==> config.mk <==
export PLATFORM = sky130hd
export DESIGN_NAME = bounded_deque_with_search
export DESIGN_NICKNAME = d
export VERILOG_FILES = /design/src/hdl/bdq_pkg.sv /design/src/hdl/bounded_deque_with_search.sv /design/src/hdl/bdq_store.sv /design/src/hdl/bdq_seq.sv
export SDC_FILE = /design/constraint.sdc
export NUM_CORES = 1
export LEC_CHECK = 0
export ABC_CLOCK_PERIOD_IN_PS = 4650
export BUFFER_PORTS_ARGS = -buffer_cell sky130_fd_sc_hd__buf_4
export CAP_MARGIN = 15
export CORE_ASPECT_RATIO = 0.75
export CORE_UTILIZATION = 27
export CTS_CLUSTER_DIAMETER = 120
export DETAILED_ROUTE_END_ITERATION = 7
export GPL_TIMING_DRIVEN = 0
export PLACE_DENSITY = 0.43
export SLEW_MARGIN = 25
export SYNTH_ARGS = -nofsm -noshare
export SYNTH_HDL_FRONTEND = slang
export SYNTH_SLANG_ARGS = --single-unit
==> constraint.sdc <==
create_clock -name clk -period 4.65 [get_ports clk]
set_input_delay 0.2325 -clock clk [delete_from_list [all_inputs] [get_ports clk]]
set_output_delay 0.2325 -clock clk [all_outputs]
set_load 0.05 [all_outputs]
==> src/hdl/bdq_pkg.sv <==
// Shared types and codes for the bounded deque with search.
package bdq_pkg;

	localparam int unsigned OPCODE_W = 3;
	localparam int unsigned VALUE_W  = 32;
	localparam int unsigned STATUS_W = 2;
	localparam int unsigned COUNT_W  = 5;

	localparam logic [OPCODE_W-1:0] OP_PUSH_FRONT = 3'd0;
	localparam logic [OPCODE_W-1:0] OP_PUSH_BACK  = 3'd1;
	localparam logic [OPCODE_W-1:0] OP_POP_FRONT  = 3'd2;
	localparam logic [OPCODE_W-1:0] OP_POP_BACK   = 3'd3;
	localparam logic [OPCODE_W-1:0] OP_SEARCH     = 3'd4;

	localparam logic [STATUS_W-1:0] STAT_OK    = 2'd0;
	localparam logic [STATUS_W-1:0] STAT_EMPTY = 2'd1;
	localparam logic [STATUS_W-1:0] STAT_FULL  = 2'd2;

	typedef struct packed {
		logic [OPCODE_W-1:0]       opcode;
		logic signed [VALUE_W-1:0] value;
	} req_t;

	typedef struct packed {
		logic [STATUS_W-1:0] status;
		logic                found;
		logic [COUNT_W-1:0]  count;
	} rsp_t;

endpackage

==> src/hdl/bounded_deque_with_search.sv <==
// Bounded double-ended queue of DEPTH signed 32-bit words with membership search.
// Each accepted word yields one response (status, found flag, count after the
// operation; count is the low five bits of the fill level). Pushes, pops and
// unknown opcodes yield their result in their accept cycle. A search walks the
// stored words from the front through the single read port of the ring store
// and one comparator, one word per cycle; it answers at once when the store is
// empty, and it stops early on a hit.
// No new request is accepted while a search runs, nor while an undelivered
// response would be overwritten.
module bounded_deque_with_search #(
	parameter int unsigned DEPTH = 16
) (
	input  logic           clk,
	input  logic           arst_n,
	input  logic           req_valid,
	output logic           req_ready,
	input  bdq_pkg::req_t  req,
	output logic           rsp_valid,
	input  logic           rsp_ready,
	output bdq_pkg::rsp_t  rsp
);
	import bdq_pkg::*;

	localparam int unsigned IW = $clog2(DEPTH);

	logic               seq_idle;
	logic               res_valid;
	rsp_t               res;
	logic               req_fire;
	logic               slot_free;
	logic               mem_we, mem_re;
	logic [IW-1:0]      mem_waddr, mem_raddr;
	logic [VALUE_W-1:0] mem_wdata, mem_rdata;
	logic               rsp_valid_q;
	rsp_t               rsp_q;

	assign slot_free = !rsp_valid_q || rsp_ready;
	assign req_ready = seq_idle && slot_free;
	assign req_fire  = req_valid && req_ready;

	bdq_seq #(
		.DEPTH(DEPTH)
	) u_seq (
		.clk       (clk),
		.arst_n    (arst_n),
		.req_fire  (req_fire),
		.req       (req),
		.idle      (seq_idle),
		.res_valid (res_valid),
		.res       (res),
		.mem_we    (mem_we),
		.mem_waddr (mem_waddr),
		.mem_wdata (mem_wdata),
		.mem_re    (mem_re),
		.mem_raddr (mem_raddr),
		.mem_rdata (mem_rdata)
	);

	bdq_store #(
		.DEPTH(DEPTH),
		.IW   (IW)
	) u_store (
		.clk   (clk),
		.we    (mem_we),
		.waddr (mem_waddr),
		.wdata (mem_wdata),
		.re    (mem_re),
		.raddr (mem_raddr),
		.rdata (mem_rdata)
	);

	// hold the response until taken
	always_ff @(posedge clk or negedge arst_n) begin
		if (!arst_n) begin
			rsp_valid_q <= 1'b0;
		end else if (res_valid) begin
			rsp_valid_q <= 1'b1;
		end else if (rsp_ready) begin
			rsp_valid_q <= 1'b0;
		end
	end

	always_ff @(posedge clk) begin
		if (res_valid) begin
			rsp_q <= res;
		end
	end

	assign rsp_valid = rsp_valid_q;
	assign rsp       = rsp_q;

	a_res_into_free_slot: assert property (@(posedge clk) disable iff (!arst_n)
		res_valid |-> slot_free)
		else $error("response produced while output word still pending");

	a_short_ops_answer_now: assert property (@(posedge clk) disable iff (!arst_n)
		req_fire && (req.opcode != OP_SEARCH) |-> res_valid)
		else $error("non-search request did not respond in its accept cycle");

	a_search_goes_busy: assert property (@(posedge clk) disable iff (!arst_n)
		req_fire && !res_valid |=> !seq_idle && !req_ready)
		else $error("pending search did not hold off new requests");

endmodule

==> src/hdl/bdq_store.sv <==
// Ring store: one write port, one read port with registered read data.
module bdq_store #(
	parameter int unsigned DEPTH = 16,
	parameter int unsigned IW    = 4
) (
	input  logic                          clk,
	input  logic                          we,
	input  logic [IW-1:0]                 waddr,
	input  logic [bdq_pkg::VALUE_W-1:0]   wdata,
	input  logic                          re,
	input  logic [IW-1:0]                 raddr,
	output logic [bdq_pkg::VALUE_W-1:0]   rdata
);
	import bdq_pkg::*;

	logic [VALUE_W-1:0] mem_q [DEPTH];

	always_ff @(posedge clk) begin
		if (we) begin
			mem_q[waddr] <= wdata;
		end
	end

	always_ff @(posedge clk) begin
		if (re) begin
			rdata <= mem_q[raddr];
		end
	end

endmodule

==> src/hdl/bdq_seq.sv <==
// Sequencer: ring pointers, fill count, and the search loop over one shared comparator.
module bdq_seq #(
	parameter int unsigned DEPTH = 16
) (
	input  logic                               clk,
	input  logic                               arst_n,
	input  logic                               req_fire,
	input  bdq_pkg::req_t                      req,
	output logic                               idle,
	output logic                               res_valid,
	output bdq_pkg::rsp_t                      res,
	output logic                               mem_we,
	output logic [$clog2(DEPTH)-1:0]           mem_waddr,
	output logic [bdq_pkg::VALUE_W-1:0]        mem_wdata,
	output logic                               mem_re,
	output logic [$clog2(DEPTH)-1:0]           mem_raddr,
	input  logic [bdq_pkg::VALUE_W-1:0]        mem_rdata
);
	import bdq_pkg::*;

	localparam int unsigned IW = $clog2(DEPTH);
	localparam int unsigned CW = $clog2(DEPTH + 1);
	localparam logic [IW-1:0] LAST_IDX = IW'(DEPTH - 1);
	localparam logic [CW-1:0] FULL_CNT = CW'(DEPTH);

	typedef enum logic [1:0] {
		S_IDLE = 2'b01,
		S_SRCH = 2'b10
	} state_t;

	state_t             state_q, state_n;
	logic [IW-1:0]      head_q, head_n;
	logic [IW-1:0]      tail_q, tail_n;
	logic [CW-1:0]      cnt_q, cnt_n;
	logic [VALUE_W-1:0] key_q, key_n;
	logic [IW-1:0]      rd_ptr_q, rd_ptr_n;
	logic [CW-1:0]      iss_q, iss_n;
	logic               rd_vld_q, rd_vld_n;
	logic               rd_last_q, rd_last_n;

	logic [IW-1:0] head_inc, head_dec, tail_inc, tail_dec, rd_ptr_inc;
	logic          is_full, is_empty, hit;

	assign head_inc   = (head_q == LAST_IDX) ? '0 : head_q + 1'b1;
	assign head_dec   = (head_q == '0) ? LAST_IDX : head_q - 1'b1;
	assign tail_inc   = (tail_q == LAST_IDX) ? '0 : tail_q + 1'b1;
	assign tail_dec   = (tail_q == '0) ? LAST_IDX : tail_q - 1'b1;
	assign rd_ptr_inc = (rd_ptr_q == LAST_IDX) ? '0 : rd_ptr_q + 1'b1;
	assign is_full    = (cnt_q == FULL_CNT);
	assign is_empty   = (cnt_q == '0);
	assign hit        = rd_vld_q && (mem_rdata == key_q);

	assign idle = (state_q == S_IDLE);

	always_comb begin
		state_n    = state_q;
		head_n     = head_q;
		tail_n     = tail_q;
		cnt_n      = cnt_q;
		key_n      = key_q;
		rd_ptr_n   = rd_ptr_q;
		iss_n      = iss_q;
		rd_vld_n   = 1'b0;
		rd_last_n  = 1'b0;
		res_valid  = 1'b0;
		res.status = STAT_OK;
		res.found  = 1'b0;
		mem_we     = 1'b0;
		mem_waddr  = tail_q;
		mem_wdata  = req.value;
		mem_re     = 1'b0;
		mem_raddr  = rd_ptr_q;

		case (state_q)
			S_IDLE: begin
				if (req_fire) begin
					res_valid = 1'b1;
					case (req.opcode)
						OP_PUSH_FRONT: begin
							if (is_full) begin
								res.status = STAT_FULL;
							end else begin
								mem_we    = 1'b1;
								mem_waddr = head_dec;
								head_n    = head_dec;
								cnt_n     = cnt_q + 1'b1;
							end
						end
						OP_PUSH_BACK: begin
							if (is_full) begin
								res.status = STAT_FULL;
							end else begin
								mem_we = 1'b1;
								tail_n = tail_inc;
								cnt_n  = cnt_q + 1'b1;
							end
						end
						OP_POP_FRONT: begin
							if (is_empty) begin
								res.status = STAT_EMPTY;
							end else begin
								head_n = head_inc;
								cnt_n  = cnt_q - 1'b1;
							end
						end
						OP_POP_BACK: begin
							if (is_empty) begin
								res.status = STAT_EMPTY;
							end else begin
								tail_n = tail_dec;
								cnt_n  = cnt_q - 1'b1;
							end
						end
						OP_SEARCH: begin
							// empty store answers at once; otherwise walk from the head
							if (!is_empty) begin
								res_valid = 1'b0;
								state_n   = S_SRCH;
								key_n     = req.value;
								rd_ptr_n  = head_q;
								iss_n     = '0;
							end
						end
						default: begin
						end
					endcase
				end
			end
			S_SRCH: begin
				if (rd_vld_q && (hit || rd_last_q)) begin
					res_valid = 1'b1;
					res.found = hit;
					state_n   = S_IDLE;
				end else if (iss_q != cnt_q) begin
					// issue the next read while comparing the previous word
					mem_re    = 1'b1;
					rd_ptr_n  = rd_ptr_inc;
					iss_n     = iss_q + 1'b1;
					rd_vld_n  = 1'b1;
					rd_last_n = (iss_q == CW'(cnt_q - 1'b1));
				end
			end
			default: begin
				state_n = S_IDLE;
			end
		endcase

		res.count = COUNT_W'(cnt_n);
	end

	always_ff @(posedge clk or negedge arst_n) begin
		if (!arst_n) begin
			state_q   <= S_IDLE;
			head_q    <= '0;
			tail_q    <= '0;
			cnt_q     <= '0;
			rd_vld_q  <= 1'b0;
			rd_last_q <= 1'b0;
			iss_q     <= '0;
			rd_ptr_q  <= '0;
		end else begin
			state_q   <= state_n;
			head_q    <= head_n;
			tail_q    <= tail_n;
			cnt_q     <= cnt_n;
			rd_vld_q  <= rd_vld_n;
			rd_last_q <= rd_last_n;
			iss_q     <= iss_n;
			rd_ptr_q  <= rd_ptr_n;
		end
	end

	always_ff @(posedge clk) begin
		key_q <= key_n;
	end

endmodule

==> impl_metrics.json, run 1 <==
{
  "status": "finished, final reports clean",
  "path_class": "flop to flop",
  "cts.root.buffer_cell": "clkbuf_16",
  "row_count": 94,
  "finalSetupViolations": 0,
  "io_buffers": 46,
  "drv_cap": 0,
  "layout_common_cells": "584 x edfxtp_1, 104 x mux2i_1, 94 x buf_4, 74 x o21ai_0, 64 x mux4_2",
  "holdWs_ps": 51.2,
  "htree_levels": 2,
  "nets": 1591,
  "ir_worst_vdd_mv": 0.284,
  "finalSetupTns_ps": 0,
  "fmaxAchievable_ghz": 0.229,
  "power_density_nw_per_um2": 376,
  "ys.flop_type": "edfxtp_1",
  "antenna_found_initial": 0,
  "ys_top_cells_by_area": "edfxtp_1 72%, mux4_2 5.9%, mux2i_1 4.3%",
  "leakagePower_nw": 9.18,
  "fin_ws_ps": 278,
  "post_cts_buffers": 0,
  "synth_edf_count": 584,
  "grt_setup_unrepaired": "false",
  "final_max_slew_viol_count": 0,
  "cts.reportedPaths.clkPinSlew_ps": 60,
  "yosysWarnings": 0,
  "die_w_um": 348,
  "tritoncts": "built",
  "dpl_worst_slack_ps": 195,
  "critPathMaxFanout": 10,
  "numCtsBuffers": 59,
  "clock_path_buffers": 3,
  "grt_pass1_wl_mm": 92.8,
  "cp-end-kind": "flop",
  "grt_use_total_pct": 14.0,
  "path_delay_family": "simple AND/OR/NAND/NOR gates",
  "hold_violations": 0,
  "ys_seq_area_share_pct": 75.1,
  "synth-seq-cells": 611,
  "crit_buf_inv": 1,
  "wl_per_cell_um": 22.7,
  "avgSynthCellArea_um2": 18.1,
  "hold_path.class": "input port to flop",
  "drt-total-wl_mm": 63.4,
  "timing.slew.headroom_pct": 25.8,
  "synth_top_area_share_pct": 72.3,
  "final_common_cell": "edfxtp_1",
  "clock-sinks": 611,
  "crit_path_top_delay_cell": "a21oi_1",
  "drt_pre_antenna_iters": 5,
  "cp-start-kind": "flop",
  "viasPerCell": 4.67,
  "grt_pass1_vias": 13300,
  "first_iter_violations": 1083,
  "route.vias.total": 13000,
  "finalCoreUtilization_pct": 33.0,
  "arrival_ps": 4620,
  "cp.required_ps": 4900,
  "area_growth_pct": 20.3,
  "synth_fp_nets": 1387,
  "start_util_pct": 27.5,
  "slowest_delay_ps": 740,
  "n_antenna_cell": 0,
  "clk_latency_ps": 650,
  "ant_nets": 0,
  "syn_inst": 1338,
  "fin_worst_skew_ps": 25.9,
  "design.core.area_um2": 88300,
  "grt_max_degree": 28,
  "overflow": 0,
  "die_h_um": 262,
  "period_needed_ps": 4370,
  "dp.final_hpwl_mm": 44.7,
  "crit_chain": "xnor2_1 -> nand4_1 -> nor4_1 -> nand4_1 -> clkbuf_1 -> a21o_1 -> a21oi_1",
  "cpMostUsedCell": "nand4_1",
  "synth-async-reset-ratio_pct": 4.42,
  "drive_gt1_share_pct": 22.0,
  "netlist_area_um2": 24200,
  "synth_cell_types": 59,
  "drc": 0,
  "die_area_um2": 91000,
  "worst_slew_pin_slew_ps": 1110,
  "io_pins": 49,
  "finalCritPeriodShare_pct": 94.0,
  "place_congestion": 0.759,
  "synth.largest_area_cell": "edfxtp_1"
}
-- final timing paths --
check / cells past startpoint / end / slack (ps) / from
max: 7 / rsp[0] / 280 / u_seq.key_q[13]
min: 5 / u_seq.cnt_q[2] / 50 / req[34]
max reg2reg: 7 / rsp[0] / 280 / u_seq.key_q[13]
min reg2reg: 1 / u_seq.state_q[0] / 530 / u_seq.state_q[0]
max in group asynchronous: 2 / u_seq.state_q[0] / 4240 / arst_n
min in group asynchronous: 2 / u_seq.iss_q[0] / 80 / arst_n
-- layout make-up --
type	count	area, µm²
clock inverter	40	380
fill	8446	59200
tap	1200	1500
inverter	18	67.6
sequential	611	18200
clock buffer	68	1530
timing repair buffer	143	1400
multi-input combinational	642	5790
buffer	67	287
-- report_power, final --
group	internal, W	leakage (nW)	total (W)	switching, W
logic	0.0000428	2.65	0.000127	0.0000844
clock network	0.00274	0.946	0.00483	0.00209
registers	0.00602	5.58	0.00602	0
total	0.00879	9.18	0.0110	0.00217
-- layer usage --
metal	share of wire, %	routed length [µm]	global-route usage, %	vias up
li1	-	-	-	5814
met1	51	32000	21.1	6865
met2	43	27500	21.2	272
met3	4.7	2960	2.25	67
met4	1.3	850	2.97	0
met5	0	0	0	-
-- state kept, by name, indices dropped and copies added (netlist names) --
name and flops:
u_seq.rd_vld_q 1, u_seq.mem_raddr 4, u_seq.state_q 2, u_store.mem_q 512, u_seq.iss_q 5, rsp_valid 1
u_seq.tail_q 4, u_store.rdata 32, u_seq.key_q 32, u_seq.cnt_q 5, u_seq.head_q 4, u_seq.rd_last_q 1
rsp 8
-- logic make-up after synthesis --
kind of cell             count (synthesis)  synth area share (%)
adder cells (fa/ha/maj)                 10                 0.516
AND/OR/NAND/NOR                        155                  3.38
XOR/XNOR                                46                  1.66
buffers and inverters                   85                  1.43
flip-flops                             611                  75.1
AO/OA/AOI/OAI                          229                  6.07
multiplexers                           202                  11.8
-- cell usage after synthesis (4+ instances only) --
cell type / instances
dfrtp_1: 26
or3_1: 4
a22oi_1: 33
nor4_1: 6
buf_2: 20
nand3_1: 6
a221oi_1: 32
mux4_2: 64
xnor2_1: 40
edfxtp_1: 584
buf_1: 7
a21oi_1: 53
nor2_1: 24
a41oi_1: 4
a31oi_1: 7
mux2_2: 33
xor2_1: 6
mux2i_1: 104
inv_1: 18
clkbuf_1: 39
and3_1: 6
o21ai_0: 74
nand4_1: 9
nor3_1: 19
nand2_1: 61
ha_1: 10
-- metrics by stage --
| stage | power [W] | area (µm²) | instances |
|---|---|---|---|
| final | 0.0110 | 29200 | 2789 |
| after global routing | 0.0113 | 29200 | 2789 |
| after CTS | 0.0111 | 29200 | 2789 |
| after detailed placement | 0.00624 | 26900 | 2647 |
| after global placement | 0.00623 | 26100 | 2584 |
| after floorplan | 0.00614 | 24200 | 1338 |
-- tightest hold or removal path, cell delays in order --
cell and delay, ps:
buf_4 130, nor3_4 70, o221ai_1 70, nand2_1 60
o31ai_1 80
-- repair_timing --
item                                   4_1_cts  5_1_grt
hold buffers                                34        0
endpoints found under the hold margin      573        0
gates resized for setup                      0        0
No activity file was read; power rests on OpenSTA's default activity.
==> run 2, diff against run 1 <==
--- a/config.mk
+++ b/config.mk
@@ -12,2 +12,3 @@
 export CORE_UTILIZATION = 27
+export CTS_BUF_LIST = sky130_fd_sc_hd__clkbuf_2 sky130_fd_sc_hd__clkbuf_4 sky130_fd_sc_hd__clkbuf_8
 export CTS_CLUSTER_DIAMETER = 120
==> constraint.sdc (replaced) <==
create_clock -name clk -period 4.65 [get_ports clk]
set_input_delay 0 -clock clk [delete_from_list [all_inputs] [get_ports clk]]
set_output_delay 0 -clock clk [all_outputs]
set_load 0.05 [all_outputs]
==> run 2 against run 1 <==
  * Worst hold slack improved by 120 ps
  * Cell count increased by 2.8%
  * Critical path depth unchanged
  * Combinational power increased by 6%
  * First-iteration DRC count increased by 6.8%
  * Clock skew decreased by 7.5 ps
  * Critical path type unchanged
==> impl_metrics.json, run 2 (synthesis results as in run 1) <==
{
  "htree_levels": 3,
  "dp.final_hpwl_mm": 44.7,
  "clock_path_buffers": 3,
  "design_area_um2": 29300,
  "grt_max_degree": 27,
  "finalCritPeriodShare_pct": 94.1,
  "wl_per_cell_um": 22.5,
  "n_antenna_cell": 0,
  "cp-end-kind": "flop",
  "top_regs": "u_store.mem_q (512), u_seq.key_q (32), u_store.rdata (32)",
  "total_power_w": 0.0108,
  "use_met1_pct": 21.3,
  "cts.reportedPaths.clkPinSlew_ps": 70,
  "fin_worst_skew_ps": 18.4,
  "layout_common_cells": "584 x edfxtp_1, 105 x clkbuf_8, 104 x mux2i_1, 94 x buf_4, 74 x o21ai_0",
  "route.vias.total": 13300,
  "period_needed_ps": 4370,
  "io_buffers": 46,
  "top_usage_layer": "met2",
  "drc": 0,
  "fmaxAchievable_ghz": 0.229,
  "final_common_cell": "edfxtp_1",
  "arrival_ps": 4690,
  "place_congestion": 0.759,
  "post_cts_resize_count": 0,
  "grt_use_total_pct": 14.3,
  "critPathMaxFanout": 10,
  "row_count": 94,
  "die_w_um": 348,
  "cp-start-kind": "flop",
  "antenna_found_initial": 0,
  "r2r-start": "u_seq.key_q[13]",
  "design.core.area_um2": 88300,
  "nets": 1637,
  "grt_use_met3_pct": 2.86,
  "worst_slew_pin_slew_ps": 1110,
  "grt_setup_unrepaired": "false",
  "drt-total-wl_mm": 64.4,
  "fin_ws_ps": 276,
  "dpl_cell_area_um2": 26900,
  "n_fill_cell": 8489,
  "largest_register_ffs": 512,
  "die_area_um2": 91000,
  "die_h_um": 262,
  "area_growth_pct": 20.8,
  "io_pins": 49,
  "drv_cap": 0,
  "hold_violations": 0,
  "min_from": "req[11]",
  "dpl_worst_slack_ps": 195,
  "leakagePower_nw": 9.30,
  "gr-usage-met2_pct": 21.3,
  "layout.cells.non_filler": 2867,
  "clk_latency_ps": 700,
  "path_class": "flop to flop",
  "grt_pass1_vias": 13700,
  "clock-sinks": 611,
  "overflow": 0,
  "top_register": "u_store.mem_q",
  "cp.required_ps": 4970,
  "numCtsBuffers": 98,
  "drive_gt1_share_pct": 25.0,
  "post_cts_buffers": 0,
  "drt_pre_antenna_iters": 5,
  "crit_start": "u_seq.key_q[13]",
  "ir_worst_vdd_mv": 0.196,
  "power_density_nw_per_um2": 368,
  "placed_cells": 2647,
  "finalSetupViolations": 0,
  "ant_nets": 0,
  "first_iter_violations": 1157,
  "hold_path.class": "input port to flop",
  "viasPerCell": 4.64,
  "cts.root.buffer_cell": "clkbuf_8",
  "tritoncts": "built",
  "start_util_pct": 27.5,
  "final_max_slew_viol_count": 0,
  "status": "finished, final reports clean",
  "cts_hold_buf": 41,
  "grt_pass1_wl_mm": 94.1,
  "timing.slew.headroom_pct": 26.1
}
## run 2: cell count changes in the layout (fill, tap and decap cells not counted), sizes merged
| cell | previous run | this run |
|---|---|---|
| buf | 137 | 138 |
| bufinv | 7 | 3 |
| clkbuf | 107 | 176 |
| clkinv | 31 | 38 |
| dlygate4sd3 | 34 | 40 |
| inv | 19 | 18 |
## run 2: final timing paths
| path | cells past startpoint | end | slack [ps] |
|---|---|---|---|
| hold / removal | 2 | u_store.mem_q[10][11] | 170 |
| hold reg to reg | 1 | u_seq.state_q[0] | 530 |
| setup / recovery | 7 | rsp[2] | 280 |
| setup reg to reg | 7 | rsp[2] | 280 |
| min in group asynchronous | 3 | u_seq.state_q[0] | 360 |
| max in group asynchronous | 4 | u_seq.head_q[2] | 4110 |
## run 2: area by class of cell
class,instances,area (µm²),area share (%)
repair buffers,150,1480,5.06
multi-input cells,642,5790,19.8
inverters,18,67.6,0.231
well taps,1200,1500,5.13
flip-flops and latches,611,18200,62.2
clock inverters,42,254,0.867
plain buffers,67,287,0.979
clock buffers,137,1690,5.76
## run 2: through the flow
step | hold WS, ps | TNS (ps) | util [%]
global route | 125 | 0 | 33.2
finish | 169 | 0 | 33.2
global placement | -30.9 | -1192920 | 29.5
floorplan | -296 | -9540 | -
detailed placement | -26.2 | 0 | 30.5
CTS | 99.1 | 0 | 33.2
## run 2: where the power goes
group          switching, W  internal, W
registers                 0      0.00602
clock network       0.00213      0.00250
logic             0.0000864    0.0000473
## run 2: per-layer routing
layer	vias to the layer above	part of all wire, %
met5	-	0
met4	0	1.6
met3	94	4.5
met2	317	43
met1	6972	51
li1	5919	-
## run 2: worst max-delay path, stage by stage (launching register included)
cell      delay, ps
edfxtp_1        370
xnor2_1         670
nand4_1         480
nor4_1          560
nand4_1         520
clkbuf_1        380
a21o_1          240
a21oi_1         740
